`config.mk`:
```
export PLATFORM = sky130hd
export DESIGN_NAME = query_token_scanner
export DESIGN_NICKNAME = d
export VERILOG_FILES = /design/src/design/qts_pkg.sv /design/src/design/query_token_scanner.sv
export SDC_FILE = /design/constraint.sdc
export NUM_CORES = 1
export LEC_CHECK = 0
export ABC_AREA = 1
export BUFFER_PORTS_ARGS = -buffer_cell sky130_fd_sc_hd__buf_2
export CELL_PAD_IN_SITES_DETAIL_PLACEMENT = 2
export CELL_PAD_IN_SITES_GLOBAL_PLACEMENT = 2
export CORE_AREA = 2 2 202 353
export DETAILED_ROUTE_END_ITERATION = 6
export DIE_AREA = 0 0 204 355
export PLACE_DENSITY_LB_ADDON = 0.25
export SLEW_MARGIN = 0
export SYNTH_ARGS = -nofsm -noshare
export SYNTH_HDL_FRONTEND = slang
export SYNTH_SLANG_ARGS = --single-unit
export TNS_END_PERCENT = 10
```
`constraint.sdc`:
```
create_clock -name clk -period 5.15 [get_ports clk]
set_input_delay 0.515 -clock clk [delete_from_list [all_inputs] [get_ports clk]]
set_output_delay 0.515 -clock clk [all_outputs]
set_load 0.005 [all_outputs]
```
`src/design/qts_pkg.sv`:
```
// Shared types, codes, character constants and helper functions of the query token scanner.
package qts_pkg;

	localparam int POS_WIDTH_DEF = 32;
	localparam int KIND_W        = 5;
	localparam int FIELD_W       = 32;
	localparam int REC_BITS      = KIND_W + 2 * FIELD_W;
	localparam int TDATA_W       = ((REC_BITS + 7) / 8) * 8;
	localparam int QDEPTH        = 4;

	typedef enum logic [KIND_W-1:0] {
		K_EOF        = 5'd0,
		K_ERROR      = 5'd1,
		K_COLON      = 5'd2,
		K_SEMICOLON  = 5'd3,
		K_COMMA      = 5'd4,
		K_DOT        = 5'd5,
		K_STAR       = 5'd6,
		K_UNDERSCORE = 5'd7,
		K_LCURLY     = 5'd8,
		K_RCURLY     = 5'd9,
		K_LPAREN     = 5'd10,
		K_RPAREN     = 5'd11,
		K_EQUAL      = 5'd12,
		K_NOTEQ      = 5'd13,
		K_ANON       = 5'd14,
		K_LBRACKET   = 5'd15,
		K_RBRACKET   = 5'd16,
		K_IRI        = 5'd17,
		K_CHAR       = 5'd18,
		K_STRING     = 5'd19,
		K_VARIABLE   = 5'd20,
		K_IDENT      = 5'd21,
		K_BOOL       = 5'd22
	} kind_t;

	typedef struct packed {
		logic               last;
		logic [FIELD_W-1:0] len;
		logic [FIELD_W-1:0] start;
		kind_t              kind;
	} rec_t;

	// Keyword matcher states.
	localparam logic [3:0] BM_START = 4'd0;
	localparam logic [3:0] BM_T     = 4'd1;
	localparam logic [3:0] BM_TR    = 4'd2;
	localparam logic [3:0] BM_TRU   = 4'd3;
	localparam logic [3:0] BM_TRUE  = 4'd4;
	localparam logic [3:0] BM_F     = 4'd5;
	localparam logic [3:0] BM_FA    = 4'd6;
	localparam logic [3:0] BM_FAL   = 4'd7;
	localparam logic [3:0] BM_FALS  = 4'd8;
	localparam logic [3:0] BM_FALSE = 4'd9;
	localparam logic [3:0] BM_DEAD  = 4'd15;

	// Character codes.
	localparam logic [7:0] CH_TAB    = 8'h09;
	localparam logic [7:0] CH_LF     = 8'h0a;
	localparam logic [7:0] CH_FF     = 8'h0c;
	localparam logic [7:0] CH_CR     = 8'h0d;
	localparam logic [7:0] CH_SPACE  = 8'h20;
	localparam logic [7:0] CH_BANG   = 8'h21;
	localparam logic [7:0] CH_DQUOTE = 8'h22;
	localparam logic [7:0] CH_HASH   = 8'h23;
	localparam logic [7:0] CH_DOLLAR = 8'h24;
	localparam logic [7:0] CH_SQUOTE = 8'h27;
	localparam logic [7:0] CH_LPAREN = 8'h28;
	localparam logic [7:0] CH_RPAREN = 8'h29;
	localparam logic [7:0] CH_STAR   = 8'h2a;
	localparam logic [7:0] CH_PLUS   = 8'h2b;
	localparam logic [7:0] CH_COMMA  = 8'h2c;
	localparam logic [7:0] CH_MINUS  = 8'h2d;
	localparam logic [7:0] CH_DOT    = 8'h2e;
	localparam logic [7:0] CH_0      = 8'h30;
	localparam logic [7:0] CH_9      = 8'h39;
	localparam logic [7:0] CH_COLON  = 8'h3a;
	localparam logic [7:0] CH_SEMI   = 8'h3b;
	localparam logic [7:0] CH_LT     = 8'h3c;
	localparam logic [7:0] CH_EQ     = 8'h3d;
	localparam logic [7:0] CH_GT     = 8'h3e;
	localparam logic [7:0] CH_QMARK  = 8'h3f;
	localparam logic [7:0] CH_UA     = 8'h41;
	localparam logic [7:0] CH_UZ     = 8'h5a;
	localparam logic [7:0] CH_LBRACK = 8'h5b;
	localparam logic [7:0] CH_BSLASH = 8'h5c;
	localparam logic [7:0] CH_RBRACK = 8'h5d;
	localparam logic [7:0] CH_USCORE = 8'h5f;
	localparam logic [7:0] CH_LA     = 8'h61;
	localparam logic [7:0] CH_LZ     = 8'h7a;
	localparam logic [7:0] CH_LCURLY = 8'h7b;
	localparam logic [7:0] CH_RCURLY = 8'h7d;
	localparam logic [7:0] CH_A      = 8'h61;
	localparam logic [7:0] CH_E      = 8'h65;
	localparam logic [7:0] CH_F      = 8'h66;
	localparam logic [7:0] CH_L      = 8'h6c;
	localparam logic [7:0] CH_R      = 8'h72;
	localparam logic [7:0] CH_S      = 8'h73;
	localparam logic [7:0] CH_T      = 8'h74;
	localparam logic [7:0] CH_U      = 8'h75;
	localparam logic [7:0] CASE_BIT  = 8'h20;

	function automatic logic is_blank(input logic [7:0] c);
		return (c == CH_SPACE) || (c == CH_TAB) || (c == CH_LF) || (c == CH_CR) ||
			(c == CH_FF);
	endfunction

	function automatic logic is_alnum(input logic [7:0] c);
		return ((c >= CH_0) && (c <= CH_9)) || ((c >= CH_UA) && (c <= CH_UZ)) ||
			((c >= CH_LA) && (c <= CH_LZ));
	endfunction

	// Advances the case-blind match against "true" and "false" by one byte.
	function automatic logic [3:0] bool_next(input logic [3:0] s, input logic [7:0] c);
		logic [7:0] lc;
		logic [7:0] want;
		lc = ((c >= CH_UA) && (c <= CH_UZ)) ? (c | CASE_BIT) : c;
		want = 8'h00;
		case (s)
			BM_T:    want = CH_R;
			BM_TR:   want = CH_U;
			BM_TRU:  want = CH_E;
			BM_F:    want = CH_A;
			BM_FA:   want = CH_L;
			BM_FAL:  want = CH_S;
			BM_FALS: want = CH_E;
			default: want = 8'h00;
		endcase
		if (s == BM_START) begin
			return (lc == CH_T) ? BM_T : ((lc == CH_F) ? BM_F : BM_DEAD);
		end
		if (want == 8'h00) begin
			return BM_DEAD;
		end
		return (lc == want) ? (s + 4'd1) : BM_DEAD;
	endfunction

endpackage

```
`src/design/query_token_scanner.sv`:
```
// Top level of the query token scanner: streaming lexer from text bytes to token records.
//
// The scanner takes query text one byte per word on the slave side and a closing word with
// s_tuser set, and sends token records on the master side, each giving the token kind, where
// its value starts and how many bytes it spans. A byte is registered in an input stage and
// then classified against the scan mode, its records being written into the output queue, so
// one byte is taken every cycle while that queue has room. Most bytes give no record or
// one; a byte that closes an open token and then starts a new one, or the closing word after
// an open token, gives two. Records leave the four-word queue one per cycle while taken. The
// input stage moves on only while that queue has two free places, so a steady run of
// two-record bytes, or a stalled consumer, slows the slave side to the rate at which words
// leave. Positions count modulo 2**POS_WIDTH and are shown as 32 bits; the closing word
// returns the scanner to idle but keeps the position count.
module query_token_scanner #(
	parameter int POS_WIDTH = qts_pkg::POS_WIDTH_DEF
) (
	input  logic                        clk,
	input  logic                        arst_n,
	input  logic                        s_tvalid,
	output logic                        s_tready,
	input  logic [7:0]                  s_tdata,   // [7:0] char_code
	input  logic                        s_tuser,   // [0] end_of_text
	output logic                        m_tvalid,
	input  logic                        m_tready,
	output logic [qts_pkg::TDATA_W-1:0] m_tdata,   // [4:0] token_kind, [36:5] value_start,
	                                               // [68:37] value_length, rest zero
	output logic                        m_tlast    // last_in_run
);

	localparam int QPTR_W = $clog2(qts_pkg::QDEPTH);
	localparam int QCNT_W = $clog2(qts_pkg::QDEPTH + 1);

	// Scan modes: what the open token is, if any.
	typedef enum logic [3:0] {
		M_IDLE, M_COMMENT, M_GT, M_BANG, M_LT, M_IRI, M_BRACK, M_CHARLIT,
		M_STR, M_STR_ESC, M_VAR, M_IDENT
	} mode_t;

	// Input stage.
	logic                 vld_s1;
	logic [7:0]           char_s1;
	logic                 eot_s1;
	logic                 go_s1;

	// Scanner state.
	mode_t                mode_q, mode_d;
	logic [POS_WIDTH-1:0] pos_q, pos_d;
	logic [POS_WIDTH-1:0] start_q, start_d;
	logic [1:0]           lcnt_q, lcnt_d;
	logic [3:0]           bm_q, bm_d;

	// Output queue.
	qts_pkg::rec_t        fifo_q [qts_pkg::QDEPTH];
	logic [QPTR_W-1:0]    wr_q, rd_q;
	logic [QCNT_W-1:0]    cnt_q;

	logic [POS_WIDTH-1:0] p, p1, dl, dl1;

	// Decode of a byte that starts scanning afresh.
	mode_t                st_mode;
	logic                 st_open;
	logic [POS_WIDTH-1:0] st_start;
	logic                 st_emit;
	qts_pkg::kind_t       st_kind;

	// The two candidate records of one byte, in emission order.
	logic                 a_vld, b_vld, again;
	qts_pkg::kind_t       a_kind, b_kind;
	logic [POS_WIDTH-1:0] a_start, a_len, b_start, b_len;
	qts_pkg::kind_t       ident_kind;

	qts_pkg::rec_t        rec0, rec1;
	logic [1:0]           n_push;
	logic                 pop;

	function automatic logic [qts_pkg::FIELD_W-1:0] to_field(input logic [POS_WIDTH-1:0] v);
		logic [POS_WIDTH+qts_pkg::FIELD_W-1:0] ext;
		ext = {{qts_pkg::FIELD_W{1'b0}}, v};
		return ext[qts_pkg::FIELD_W-1:0];
	endfunction

	assign go_s1    = vld_s1 && (cnt_q <= QCNT_W'(qts_pkg::QDEPTH - 2));
	assign s_tready = !vld_s1 || go_s1;

	always_ff @(posedge clk or negedge arst_n) begin
		if (!arst_n) begin
			vld_s1 <= 1'b0;
		end else if (s_tready) begin
			vld_s1 <= s_tvalid;
		end
	end

	always_ff @(posedge clk) begin
		if (s_tready && s_tvalid) begin
			char_s1 <= s_tdata;
			eot_s1  <= s_tuser;
		end
	end

	assign p   = pos_q;
	assign p1  = pos_q + POS_WIDTH'(1);
	assign dl  = pos_q - start_q;
	assign dl1 = dl + POS_WIDTH'(1);

	assign ident_kind = ((bm_q == qts_pkg::BM_TRUE) || (bm_q == qts_pkg::BM_FALSE)) ?
		qts_pkg::K_BOOL : qts_pkg::K_IDENT;

	// A byte seen with nothing open: one-byte tokens, openers, blanks and bad bytes.
	always_comb begin
		st_mode  = M_IDLE;
		st_open  = 1'b0;
		st_start = p;
		st_emit  = 1'b0;
		st_kind  = qts_pkg::K_ERROR;
		case (char_s1)
			qts_pkg::CH_HASH:   st_mode = M_COMMENT;
			qts_pkg::CH_COLON:  begin st_emit = 1'b1; st_kind = qts_pkg::K_COLON; end
			qts_pkg::CH_SEMI:   begin st_emit = 1'b1; st_kind = qts_pkg::K_SEMICOLON; end
			qts_pkg::CH_COMMA:  begin st_emit = 1'b1; st_kind = qts_pkg::K_COMMA; end
			qts_pkg::CH_DOT:    begin st_emit = 1'b1; st_kind = qts_pkg::K_DOT; end
			qts_pkg::CH_STAR:   begin st_emit = 1'b1; st_kind = qts_pkg::K_STAR; end
			qts_pkg::CH_USCORE: begin st_emit = 1'b1; st_kind = qts_pkg::K_UNDERSCORE; end
			qts_pkg::CH_LCURLY: begin st_emit = 1'b1; st_kind = qts_pkg::K_LCURLY; end
			qts_pkg::CH_RCURLY: begin st_emit = 1'b1; st_kind = qts_pkg::K_RCURLY; end
			qts_pkg::CH_LPAREN: begin st_emit = 1'b1; st_kind = qts_pkg::K_LPAREN; end
			qts_pkg::CH_RPAREN: begin st_emit = 1'b1; st_kind = qts_pkg::K_RPAREN; end
			qts_pkg::CH_EQ:     begin st_emit = 1'b1; st_kind = qts_pkg::K_EQUAL; end
			qts_pkg::CH_RBRACK: begin st_emit = 1'b1; st_kind = qts_pkg::K_RBRACKET; end
			qts_pkg::CH_GT:     begin st_mode = M_GT;    st_open = 1'b1; end
			qts_pkg::CH_BANG:   begin st_mode = M_BANG;  st_open = 1'b1; end
			qts_pkg::CH_LBRACK: begin st_mode = M_BRACK; st_open = 1'b1; end
			qts_pkg::CH_LT:     begin st_mode = M_LT;    st_open = 1'b1; end
			qts_pkg::CH_SQUOTE: begin
				st_mode  = M_CHARLIT;
				st_open  = 1'b1;
				st_start = p1;
			end
			qts_pkg::CH_DQUOTE: begin
				st_mode  = M_STR;
				st_open  = 1'b1;
				st_start = p1;
			end
			qts_pkg::CH_QMARK, qts_pkg::CH_DOLLAR, qts_pkg::CH_PLUS,
			qts_pkg::CH_MINUS: begin
				st_mode  = M_VAR;
				st_open  = 1'b1;
				st_start = p1;
			end
			default: begin
				if (qts_pkg::is_alnum(char_s1)) begin
					st_mode = M_IDENT;
					st_open = 1'b1;
				end else if (!qts_pkg::is_blank(char_s1)) begin
					st_emit = 1'b1;
				end
			end
		endcase
	end

	// Mode step for one word; the first record closes the open token, the second is the
	// eof record or the token that this byte itself gives.
	always_comb begin
		mode_d  = mode_q;
		pos_d   = pos_q;
		start_d = start_q;
		lcnt_d  = lcnt_q;
		bm_d    = bm_q;
		again   = 1'b0;
		a_vld   = 1'b0;
		a_kind  = qts_pkg::K_EOF;
		a_start = start_q;
		a_len   = dl;
		b_vld   = 1'b0;
		b_kind  = qts_pkg::K_EOF;
		b_start = p;
		b_len   = '0;
		if (eot_s1) begin
			mode_d = M_IDLE;
			b_vld  = 1'b1;
			case (mode_q)
				M_GT: begin
					a_vld = 1'b1; a_kind = qts_pkg::K_EQUAL; a_len = POS_WIDTH'(1);
				end
				M_BANG: begin
					a_vld = 1'b1; a_kind = qts_pkg::K_ERROR; a_len = POS_WIDTH'(1);
				end
				M_LT: begin
					a_vld = 1'b1; a_kind = qts_pkg::K_IRI; a_start = p; a_len = '0;
				end
				M_IRI:   begin a_vld = 1'b1; a_kind = qts_pkg::K_IRI; end
				M_BRACK: begin a_vld = 1'b1; a_kind = qts_pkg::K_LBRACKET; end
				M_CHARLIT: begin
					a_vld = 1'b1;
					if (lcnt_q == 2'd1) begin
						a_kind = qts_pkg::K_CHAR;
						a_len  = POS_WIDTH'(1);
					end else begin
						a_kind = qts_pkg::K_ERROR;
					end
				end
				M_STR, M_STR_ESC: begin a_vld = 1'b1; a_kind = qts_pkg::K_STRING; end
				M_VAR:   begin a_vld = 1'b1; a_kind = qts_pkg::K_VARIABLE; end
				M_IDENT: begin a_vld = 1'b1; a_kind = ident_kind; end
				default: a_vld = 1'b0;
			endcase
		end else begin
			pos_d = p1;
			case (mode_q)
				M_COMMENT: begin
					if ((char_s1 == qts_pkg::CH_LF) || (char_s1 == qts_pkg::CH_CR)) begin
						mode_d = M_IDLE;
					end
				end
				M_GT, M_BANG: begin
					a_vld  = 1'b1;
					a_kind = (mode_q == M_GT) ? qts_pkg::K_EQUAL : qts_pkg::K_ERROR;
					a_len  = POS_WIDTH'(1);
					if (char_s1 == qts_pkg::CH_EQ) begin
						a_kind = (mode_q == M_GT) ? qts_pkg::K_EQUAL : qts_pkg::K_NOTEQ;
						a_len  = POS_WIDTH'(2);
						mode_d = M_IDLE;
					end else begin
						again = 1'b1;
					end
				end
				M_LT: begin
					if (char_s1 == qts_pkg::CH_EQ) begin
						a_vld  = 1'b1;
						a_kind = qts_pkg::K_EQUAL;
						a_len  = POS_WIDTH'(2);
						mode_d = M_IDLE;
					end else if (char_s1 == qts_pkg::CH_GT) begin
						a_vld   = 1'b1;
						a_kind  = qts_pkg::K_IRI;
						a_start = p;
						a_len   = '0;
						mode_d  = M_IDLE;
					end else begin
						start_d = p;
						mode_d  = M_IRI;
					end
				end
				M_IRI: begin
					if (char_s1 == qts_pkg::CH_GT) begin
						a_vld  = 1'b1;
						a_kind = qts_pkg::K_IRI;
						mode_d = M_IDLE;
					end
				end
				M_BRACK: begin
					if (char_s1 == qts_pkg::CH_RBRACK) begin
						a_vld  = 1'b1;
						a_kind = qts_pkg::K_ANON;
						a_len  = dl1;
						mode_d = M_IDLE;
					end else if (!qts_pkg::is_blank(char_s1)) begin
						a_vld  = 1'b1;
						a_kind = qts_pkg::K_LBRACKET;
						again  = 1'b1;
					end
				end
				M_CHARLIT: begin
					// The byte right after the opening quote is always part of the literal.
					if (lcnt_q == 2'd0) begin
						lcnt_d = 2'd1;
					end else if (char_s1 == qts_pkg::CH_SQUOTE) begin
						a_vld = 1'b1;
						if (lcnt_q == 2'd1) begin
							a_kind = qts_pkg::K_CHAR;
							a_len  = POS_WIDTH'(1);
							mode_d = M_IDLE;
						end else begin
							a_kind = qts_pkg::K_ERROR;
							again  = 1'b1;
						end
					end else begin
						lcnt_d = 2'd2;
					end
				end
				M_STR: begin
					if (char_s1 == qts_pkg::CH_BSLASH) begin
						mode_d = M_STR_ESC;
					end else if (char_s1 == qts_pkg::CH_DQUOTE) begin
						a_vld  = 1'b1;
						a_kind = qts_pkg::K_STRING;
						mode_d = M_IDLE;
					end
				end
				M_STR_ESC: mode_d = M_STR;
				M_VAR: begin
					if (!qts_pkg::is_alnum(char_s1)) begin
						a_vld  = 1'b1;
						a_kind = qts_pkg::K_VARIABLE;
						again  = 1'b1;
					end
				end
				M_IDENT: begin
					if (qts_pkg::is_alnum(char_s1) || (char_s1 == qts_pkg::CH_USCORE) ||
						(char_s1 == qts_pkg::CH_MINUS) || (char_s1 == qts_pkg::CH_DOT)) begin
						bm_d = qts_pkg::bool_next(bm_q, char_s1);
					end else begin
						a_vld  = 1'b1;
						a_kind = ident_kind;
						again  = 1'b1;
					end
				end
				default: again = 1'b1;
			endcase
			if (again) begin
				mode_d = st_mode;
				if (st_open) begin
					start_d = st_start;
				end
				if (st_mode == M_CHARLIT) begin
					lcnt_d = 2'd0;
				end
				if (st_mode == M_IDENT) begin
					bm_d = qts_pkg::bool_next(qts_pkg::BM_START, char_s1);
				end
				b_vld   = st_emit;
				b_kind  = st_kind;
				b_start = p;
				b_len   = POS_WIDTH'(1);
			end
		end
	end

	// Pack the records of this byte in order; the final one carries last.
	always_comb begin
		rec0.kind  = a_vld ? a_kind : b_kind;
		rec0.start = to_field(a_vld ? a_start : b_start);
		rec0.len   = to_field(a_vld ? a_len : b_len);
		rec0.last  = !(a_vld && b_vld);
		rec1.kind  = b_kind;
		rec1.start = to_field(b_start);
		rec1.len   = to_field(b_len);
		rec1.last  = 1'b1;
		n_push     = go_s1 ? ({1'b0, a_vld} + {1'b0, b_vld}) : 2'd0;
	end

	always_ff @(posedge clk or negedge arst_n) begin
		if (!arst_n) begin
			mode_q  <= M_IDLE;
			pos_q   <= '0;
			start_q <= '0;
			lcnt_q  <= 2'd0;
			bm_q    <= qts_pkg::BM_START;
		end else if (go_s1) begin
			mode_q  <= mode_d;
			pos_q   <= pos_d;
			start_q <= start_d;
			lcnt_q  <= lcnt_d;
			bm_q    <= bm_d;
		end
	end

	// Output queue.
	assign pop      = m_tvalid && m_tready;
	assign m_tvalid = (cnt_q != '0);
	assign m_tdata  = {{(qts_pkg::TDATA_W - qts_pkg::REC_BITS){1'b0}},
		fifo_q[rd_q].len, fifo_q[rd_q].start, fifo_q[rd_q].kind};
	assign m_tlast  = fifo_q[rd_q].last;

	always_ff @(posedge clk) begin
		if (n_push != 2'd0) begin
			fifo_q[wr_q] <= rec0;
		end
		if (n_push == 2'd2) begin
			fifo_q[wr_q + QPTR_W'(1)] <= rec1;
		end
	end

	always_ff @(posedge clk or negedge arst_n) begin
		if (!arst_n) begin
			wr_q  <= '0;
			rd_q  <= '0;
			cnt_q <= '0;
		end else begin
			wr_q  <= wr_q + QPTR_W'(n_push);
			rd_q  <= rd_q + QPTR_W'(pop);
			cnt_q <= cnt_q + QCNT_W'(n_push) - QCNT_W'(pop);
		end
	end

endmodule

```
==> flow_summary.yaml, run 1 <==
outcome:
  status: "finished clean"
sta:
  skew_ns: 0.0294
  min_period_over_period: 0.948
  setup_ws_ns: 0.269
  fmax_mhz: 205
  maxSlewHeadroom: 0.146
  setup_tns_ns: 0
  finalHoldViolations: 0
  finalSetupViolations: 0
  worst_slew_pin_slew_ns: 1.27
  slew_viol_final: 0
  rsz0062_at_grt: "yes"
  min_period_ns: 4.88
floorplanning:
  dieArea_um2: 72400
  ios: 88
  fp.coreArea_um2: 69500
  die_w_um: 204
  fp.dieH_um: 355
  rows: 128
  start_util: 0.357
drt:
  drc_errors: 0
  wirelength_um: 118000
  dr_total_vias: 26700
  ant_nets: 0
  viasPerCell: 5.87
  drt_iter0_drc: 1322
  avgRoutedWirePerCell_um: 25.9
  firstDrtPassIters: 6
yosys:
  synth.area.top_cells: "edfxtp_1 19%, nand2_1 13%, dfxtp_1 10%"
  yosys-top-cells-count: "878 x nand2_1, 384 x o21ai_0, 362 x nand3_1"
  synthesis.instances: 3634
  ys.flop_type: "edfxtp_1"
  netlist.area_leader.share: 0.195
  synth_cell_types: 59
  synthArstFlopShare: 0.221
  yosysMostFrequentCell: "nand2_1"
  yosysTopAreaCell: "edfxtp_1"
  synth_seq_cells: 371
  synth-edff-count: 161
  yosys_warnings: 0
  syn_area_um2: 24800
  ys_seq_area_frac: 0.380
  synth.avg_cell_area_um2: 6.83
worst_setup_path:
  path_buf_inv: 8
  critPathMaxStageDelay_ns: 0.53
  cp_top_family: "buffers and inverters"
  cp-start-kind: "flip-flop"
  crit_required_ns: 5.39
  crit_type: "reg2reg"
  slowest_stage: "edfxtp_1"
  end_kind: "flip-flop"
  path_cells: "nand2_2, inv_2, nand2_1, a32oi_2, nand2_2, nor3_4, nand2_1, and2_4, nand2_4, inv_1, o41ai_4, buf_4, ha_1, inv_1, nor2_2, nor2_2, inv_2, nand2_1, inv_2, nor2_2, clkinv_1, buf_6"
  arrival_ns: 5.12
  path_max_fanout: 39
finish:
  n_antenna_cell: 0
  drive_gt1_frac: 0.0859
  fin_cells: 4555
  stdcell_area_um2: 27400
  synthToLayoutAreaGrowth_pct: 10.2
  fillers: 8446
  final_nets: 3678
min_path:
  hp-class: "in2reg"
clock_tree:
  cts_made_buffers: 40
  root_buffer: "clkbuf_16"
  path_clk_slew_ns: 0.06
  cts_tree: "yes"
  cts_sinks: 371
  cts_max_level: 2
  clockBufferDepth: 3
  clkLatencyLatePin_ns: 0.62
place:
  dpl-instance-area_um2: 26000
  port_buffers: 84
  placed_cells: 4485
  dp_slack_ns: -0.517
  hpwl_um: 84700
  gp_routability_congestion: 0.926
grt:
  grt_pass1_wl_um: 181000
  grt_pass1_vias: 30100
  antenna_found_initial: 0
  grt.total_usage: 0.326
  gr-total-overflow: 0
  grt_max_degree: 100
pwr:
  ir_drop_v: 0.000374
  p_leak_nw: 11.6
  powerDensity_nw_per_um2: 661
  totalPowerFinal_mw: 18.1
job:
  drv_cap: 0
## final cells by class
type | count | area (um2) | share of cell area
clock buffers | 49 | 1060 | 0.0388
flip-flops and latches | 371 | 9450 | 0.345
well taps | 910 | 1140 | 0.0416
repair buffers | 134 | 871 | 0.0318
multi-input cells | 2727 | 13300 | 0.488
clock inverters | 18 | 190 | 0.00695
inverters | 346 | 1310 | 0.0478
## timing repair
item | CTS | global route
setup endpoints to repair | 430 | 337
hold endpoints to repair | 42 | 0
setup buffers | 0 | 2
gates resized for setup | 3 | 13
hold buffers | 1 | 0
## cells in the final DEF, fill, tap and decap left out, drive strengths merged, types with 3 or more instances in the layout
cell and n:
nand2 894, o21ai 613, nor2 380, nand3 370
inv 335, edfxtp 161, a21oi 133, buf 132
dfxtp 128, o22ai 91, dfrtp 82, clkbuf 50
ha 43, xor2 39, nand4 34, nor3 32
clkinv 26, a22oi 21, o211ai 12, nor4 11
o2111ai 7, nand3b 6, o221ai 4, a22o 4
o21bai 4, and2 4, a31oi 3, conb 3
nor3b 3, a32oi 3
## where the power goes
group          internal (mW)  switching, mW  total (mW)
clock network           1.58           1.35        2.93
registers               4.16          0.583        4.74
logic                   2.69           7.73        10.4
## stage by stage
step / util / hold slack [ns]
finish: 0.394 / 0.0818
floorplan: - / 0.219
global route: 0.394 / 0.0819
global placement: 0.375 / 0.433
CTS: 0.393 / 0.0613
detailed placement: 0.375 / 0.444
## routing by layer
metal | GRT usage | wire (um) | vias up
met4 | 0.222 | 9250 | 0
met3 | 0.0342 | 3650 | 301
met2 | 0.608 | 61400 | 599
met1 | 0.339 | 43600 | 13600
met5 | 0 | 0 | -
li1 | - | - | 12200
## registers in the layout, indices dropped and copies added (netlist names)
| signal | cells |
|---|---|
| fifo_q | 280 |
| p | 32 |
| start_q | 32 |
| char_s1 | 8 |
| bm_q | 4 |
| mode_q | 4 |
| cnt_q | 3 |
| lcnt_q | 2 |
| rd_q | 2 |
| wr_q | 2 |
| eot_s1 | 1 |
| vld_s1 | 1 |
## kinds of logic (layout without fill, tap and decap cells)
group | after synthesis | after routing | share of synthesized area
AO/OA/AOI/OAI | 903 | 903 | 0.198
XOR/XNOR | 41 | 41 | 0.0145
adder cells (fa/ha/maj) | 45 | 45 | 0.0233
buffers and inverters | 538 | 547 | 0.0846
flip-flops | 371 | 371 | 0.380
other | 1 | 3 | 0.000151
AND/OR/NAND/NOR | 1735 | 1735 | 0.299
## worst paths after layout
| path | slack (ns) | start | to | depth (start not counted) |
|---|---|---|---|---|
| setup / recovery | 0.27 | char_s1[0]$_DFFE_PP_ | fifo_q[1][8]$_DFFE_PP_ | 22 |
| hold reg to reg | 0.46 | fifo_q[1][65]$_SDFFE_PP0N_ | fifo_q[1][65]$_SDFFE_PP0N_ | 2 |
| max in group asynchronous | 3.48 | arst_n | rd_q[0]$_DFF_PN0_ | 3 |
| min in group asynchronous | 0.49 | arst_n | bm_q[2]$_DFFE_PN0P_ | 2 |
| hold / removal | 0.08 | s_tdata[5] | char_s1[5]$_DFFE_PP_ | 1 |
| setup reg to reg | 0.27 | char_s1[0]$_DFFE_PP_ | fifo_q[1][8]$_DFFE_PP_ | 22 |
Power figures use the tool's default switching activity.
==> run 2: changes to the inputs <==
Settings changed: CORE_AREA 2 2 202 353 to 2 2 221 386, DIE_AREA 0 0 204 355 to 0 0 223 388, GPL_ROUTABILITY_DRIVEN from default to 1.
==> flow_summary.yaml, run 2 (synthesis results as in run 1) <==
drt:
  wl_met3_um: 2680
  drt_iter0_drc: 1178
  wl_met1_um: 43600
  firstDrtPassIters: 7
  viasPerCell: 5.50
  drc_errors: 0
  top_layer_used: "met4"
  avgRoutedWirePerCell_um: 24.2
  met2_length_um: 59700
  wirelength_um: 114000
  dr_total_vias: 26000
  ant_nets: 0
grt:
  grt_pass1_vias: 28700
  gr-total-overflow: 0
  antenna_found_initial: 1
  grt_pass1_wl_um: 176000
  grt_max_degree: 100
  grt.total_usage: 0.265
floorplanning:
  fp.coreArea_um2: 83200
  rows: 140
  ios: 88
  dieArea_um2: 86500
  fp.dieH_um: 388
  die_w_um: 223
  start_util: 0.298
place:
  hpwl_um: 83600
  dp_slack_ns: -0.331
  port_buffers: 84
  gp_routability_congestion: 0.884
finish:
  largest_reg_flops: 280
  largest_register: "fifo_q"
  seqCellArea_um2: 9450
  multi_input_area_um2: 13300
  final_nets: 3695
  drive_gt1_frac: 0.0898
  synthToLayoutAreaGrowth_pct: 11.6
  fillers: 10100
  layout_commonest_cell: "nand2_1"
  n_antenna_cell: 0
  layout_common_cells: "874 x nand2_1, 384 x o21ai_0, 362 x nand3_1, 354 x nor2_1, 304 x inv_1"
clock_tree:
  root_buffer: "clkbuf_16"
  clkLatencyLatePin_ns: 0.61
  cts_tree: "yes"
  path_clk_slew_ns: 0.06
  clockBufferDepth: 3
  cts_max_level: 2
  cts_sinks: 371
  cts_made_buffers: 41
worst_setup_path:
  crit_type: "reg2reg"
  path_max_fanout: 37
  cp-start-kind: "flip-flop"
  crit_required_ns: 5.50
  end_kind: "flip-flop"
  arrival_ns: 5.19
sta:
  finalSetupViolations: 0
  slew_viol_final: 0
  worst_hold_slack_ns: 0.0874
  min_period_ns: 4.84
  worst_slew_pin_slew_ns: 1.24
  min_period_over_period: 0.940
  rsz0062_at_grt: "yes"
  skew_ns: 0.0268
  maxSlewHeadroom: 0.174
  finalHoldViolations: 0
  setup_ws_ns: 0.307
  fmax_mhz: 206
outcome:
  status: "finished clean"
job:
  drv_cap: 0
pwr:
  powerDensity_nw_per_um2: 648
  ir_drop_v: 0.000287
  p_leak_nw: 11.7
min_path:
  hp-class: "in2reg"
==> run 2: final timing paths <==
kind	startpoint	to	slack, ns	cells after the start
min in group asynchronous	arst_n	rd_q[0]$_DFF_PN0_	0.44	2
min	s_tdata[4]	char_s1[4]$_DFFE_PP_	0.09	1
min reg2reg	fifo_q[1][53]$_SDFFE_PP0N_	fifo_q[1][53]$_SDFFE_PP0N_	0.45	2
max in group asynchronous	arst_n	bm_q[2]$_DFFE_PN0P_	3.54	3
max reg2reg	char_s1[1]$_DFFE_PP_	fifo_q[3][0]$_DFFE_PP_	0.31	25
max	char_s1[1]$_DFFE_PP_	fifo_q[3][0]$_DFFE_PP_	0.31	25
==> run 2: final cells by class <==
type | instances | share of cell area
clock inverter | 16 | 0.00713
clock buffer | 54 | 0.0400
sequential | 371 | 0.341
multi-input combinational | 2727 | 0.481
inverter | 346 | 0.0472
timing repair buffer | 150 | 0.0352
tap | 1065 | 0.0481
==> run 2: power breakdown <==
group	switching, mW	total (mW)	internal (mW)
combinational	7.58	10.3	2.70
clock	1.37	3.04	1.67
sequential	0.490	4.64	4.15
==> run 2: timing repair <==
action                                 4_1_cts  5_1_grt
setup endpoints to repair                  290      300
setup buffers                                0        3
resized for setup                            3       12
hold buffers                                 1        0
endpoints found under the hold margin       39        0
==> run 2: layer usage <==
metal,GRT usage,vias up
li1,-,12200
met5,0,-
met4,0.174,0
met1,0.280,13100
met2,0.498,412
met3,0.0236,225
==> run 2: metrics by stage <==
step	util	std cells	area [um2]	total power [mW]	TNS [ns]
floorplan	-	3636	24800	10.7	0
global placement	0.316	4655	26300	14.7	-8.39
detailed placement	0.316	4655	26300	15.0	-36.00
CTS	0.332	4726	27700	18.1	0
global route	0.333	4729	27700	19.3	-0.122
finish	0.333	4729	27700	18.0	0
==> run 2: worst max-delay path, cell delays in order, from the launching register on <==
cell      delay, ns
edfxtp_1       0.50
nand2_2        0.18
inv_2          0.12
nand2_1        0.07
a32oi_2        0.24
nand2_2        0.16
nor3_4         0.20
nand2_1        0.07
and2_4         0.16
nand2_4        0.11
inv_1          0.15
o41ai_4        0.40
buf_4          0.22
ha_1           0.24
inv_1          0.17
nor2_2         0.08
nor2_2         0.29
inv_2          0.08
nand2_2        0.11
buf_4          0.26
nor2_1         0.10
nand2_1        0.13
buf_8          0.29
inv_1          0.10
nand2_1        0.08
o21ai_1        0.06
==> run 3: changes to the inputs <==
Settings changed: CELL_PAD_IN_SITES_DETAIL_PLACEMENT 2 to default, CELL_PAD_IN_SITES_GLOBAL_PLACEMENT 2 to default.
==> flow_summary.yaml, run 3 (synthesis results as in run 1) <==
outcome:
  status: "complete, but fails checks"
  violations: "negative hold slack"
grt:
  grt_pass1_vias: 24400
  antenna_found_initial: 0
  grt.total_usage: 0.228
  gr-total-overflow: 0
  grt_pass1_wl_um: 151000
  grt_max_degree: 93
place:
  dpl-instance-area_um2: 26300
  port_buffers: 84
  placed_cells: 4647
  gp_routability_congestion: 1.03
  dp_slack_ns: -0.288
  hpwl_um: 71500
finish:
  n_antenna_cell: 0
  largest_reg_flops: 280
  fin_cells: 4720
  layout_commonest_cell: "nand2_1"
  stdcell_area_um2: 27600
  largest_register: "fifo_q"
  synthToLayoutAreaGrowth_pct: 11.0
  final_nets: 3684
  drive_gt1_frac: 0.0881
  layout_common_cells: "874 x nand2_1, 384 x o21ai_0, 362 x nand3_1, 354 x nor2_1, 305 x inv_1"
  post-route-util: 0.331
pwr:
  pwr-share-seq: 0.268
  pwr-share-clk: 0.168
  switching_share: 0.516
  p_int_mw: 8.39
  p_switching_mw: 8.96
  p_comb_frac: 0.564
  powerDensity_nw_per_um2: 629
  ir_drop_v: 0.000336
  p_leak_nw: 11.6
clock_tree:
  path_clk_slew_ns: 0.08
  cts_max_level: 2
  cts_tree: "yes"
  cts_sinks: 371
  cts_made_buffers: 39
  clockBufferDepth: 3
  clkLatencyLatePin_ns: 0.60
  root_buffer: "clkbuf_16"
sta:
  finalHoldViolations: 2
  slew_viol_final: 0
  worst_slew_pin_slew_ns: 0.981
  setup_ws_ns: 0.244
  rsz0062_at_grt: "no"
  min_period_ns: 4.91
  skew_ns: 0.0364
  min_period_over_period: 0.953
  fmax_mhz: 204
  finalSetupViolations: 0
  worst_hold_slack_ns: -0.00672
  maxSlewHeadroom: 0.346
drt:
  avgRoutedWirePerCell_um: 21.4
  ant_nets: 0
  drc_errors: 0
  viasPerCell: 5.35
  wirelength_um: 101000
  drt_iter0_drc: 1902
  firstDrtPassIters: 6
  dr_total_vias: 25300
floorplanning:
  fp.dieH_um: 388
  fp.coreArea_um2: 83200
  start_util: 0.298
  dieArea_um2: 86500
  rows: 140
  ios: 88
  die_w_um: 223
worst_setup_path:
  r2r_slack_ns: 0.24
  rr_worst_depth: 24
  path_max_fanout: 37
  arrival_ns: 5.22
  reg2reg_from: "char_s1[1]$_DFFE_PP_"
  end_kind: "flip-flop"
  cp-start-kind: "flip-flop"
  crit_type: "reg2reg"
  crit_required_ns: 5.47
  worstReg2RegEnd: "fifo_q[3][0]$_DFFE_PP_"
min_path:
  hp-class: "in2async"
job:
  drv_cap: 0
run 3: changes by cell type in the layout (fill, tap and decap cells not counted), sizes merged:
cell	before	now
buf	148	140
bufinv	3	1
clkbuf	55	52
clkinvlp	0	1
dlygate4sd3	1	0
inv	333	337
run 3: worst max-delay path: stages, from the launching register on:
cell and delay [ns]:
edfxtp_1 0.49, nand2_2 0.18, inv_2 0.12, nand2_1 0.08
a32oi_2 0.23, nand2_2 0.16, nor3_4 0.19, nand2_1 0.09
and2_4 0.17, nand2_4 0.11, inv_1 0.15, o41ai_4 0.45
buf_4 0.24, ha_1 0.25, inv_1 0.14, nor2_2 0.08
nor2_2 0.29, inv_2 0.07, nand2_2 0.15, nor2_1 0.08
nand2_1 0.11, buf_4 0.51, inv_1 0.12, nand2_1 0.09
o21ai_1 0.06
run 3: area by class of cell:
| type | instances | area [um2] |
|---|---|---|
| repair buffers | 141 | 886 |
| inverters | 346 | 1310 |
| clock buffers | 51 | 1090 |
| flip-flops and latches | 371 | 9450 |
| fillers | 9066 | 55600 |
| multi-input cells | 2727 | 13300 |
| clock inverters | 19 | 150 |
| well taps | 1065 | 1330 |
run 3: worst max path at each step:
| stage | cells past startpoint | start | end |
|---|---|---|---|
| final | 24 | char_s1[1]$_DFFE_PP_ | fifo_q[3][0]$_DFFE_PP_ |
| after global routing | 22 | char_s1[6]$_DFFE_PP_ | fifo_q[3][1]$_DFFE_PP_ |
| after CTS | 24 | char_s1[0]$_DFFE_PP_ | fifo_q[0][0]$_DFFE_PP_ |
| after detailed placement | 24 | char_s1[0]$_DFFE_PP_ | fifo_q[0][1]$_DFFE_PP_ |
| after global placement | 24 | char_s1[0]$_DFFE_PP_ | fifo_q[0][0]$_DFFE_PP_ |
| after floorplan | 23 | char_s1[6]$_DFFE_PP_ | fifo_q[0][51]$_SDFFE_PP0P_ |
run 3: routing by layer:
metal  GRT usage  routed length (um)  vias up
met3      0.0215                3880      249
met5           0                   0        -
met2       0.412               51200      705
li1            -                   -    12200
met1       0.249               38200    12100
met4       0.161                7840        0
run 3: power groups by stage:
stage                     Clock (mW)  Sequential, mW  Combinational, mW
after floorplan                    0            4.51               6.23
after global placement             0            4.70               9.67
after detailed placement           0            4.71               9.71
after CTS                       2.97            4.65               9.75
after global routing            3.05            4.76               10.8
final                           2.91            4.65               9.78
run 3: through the flow:
stage / power (mW) / TNS, ns
finish: 17.3 / 0
global route: 18.6 / 0
CTS: 17.4 / 0
detailed placement: 14.4 / -14.07
global placement: 14.4 / -11.50
floorplan: 10.7 / 0
run 3: repair_timing:
action	in CTS	in global routing
hold buffers	0	0
gates resized for setup	1	7
pin swaps	0	0
endpoints found under the setup margin	220	309
setup buffers	0	3
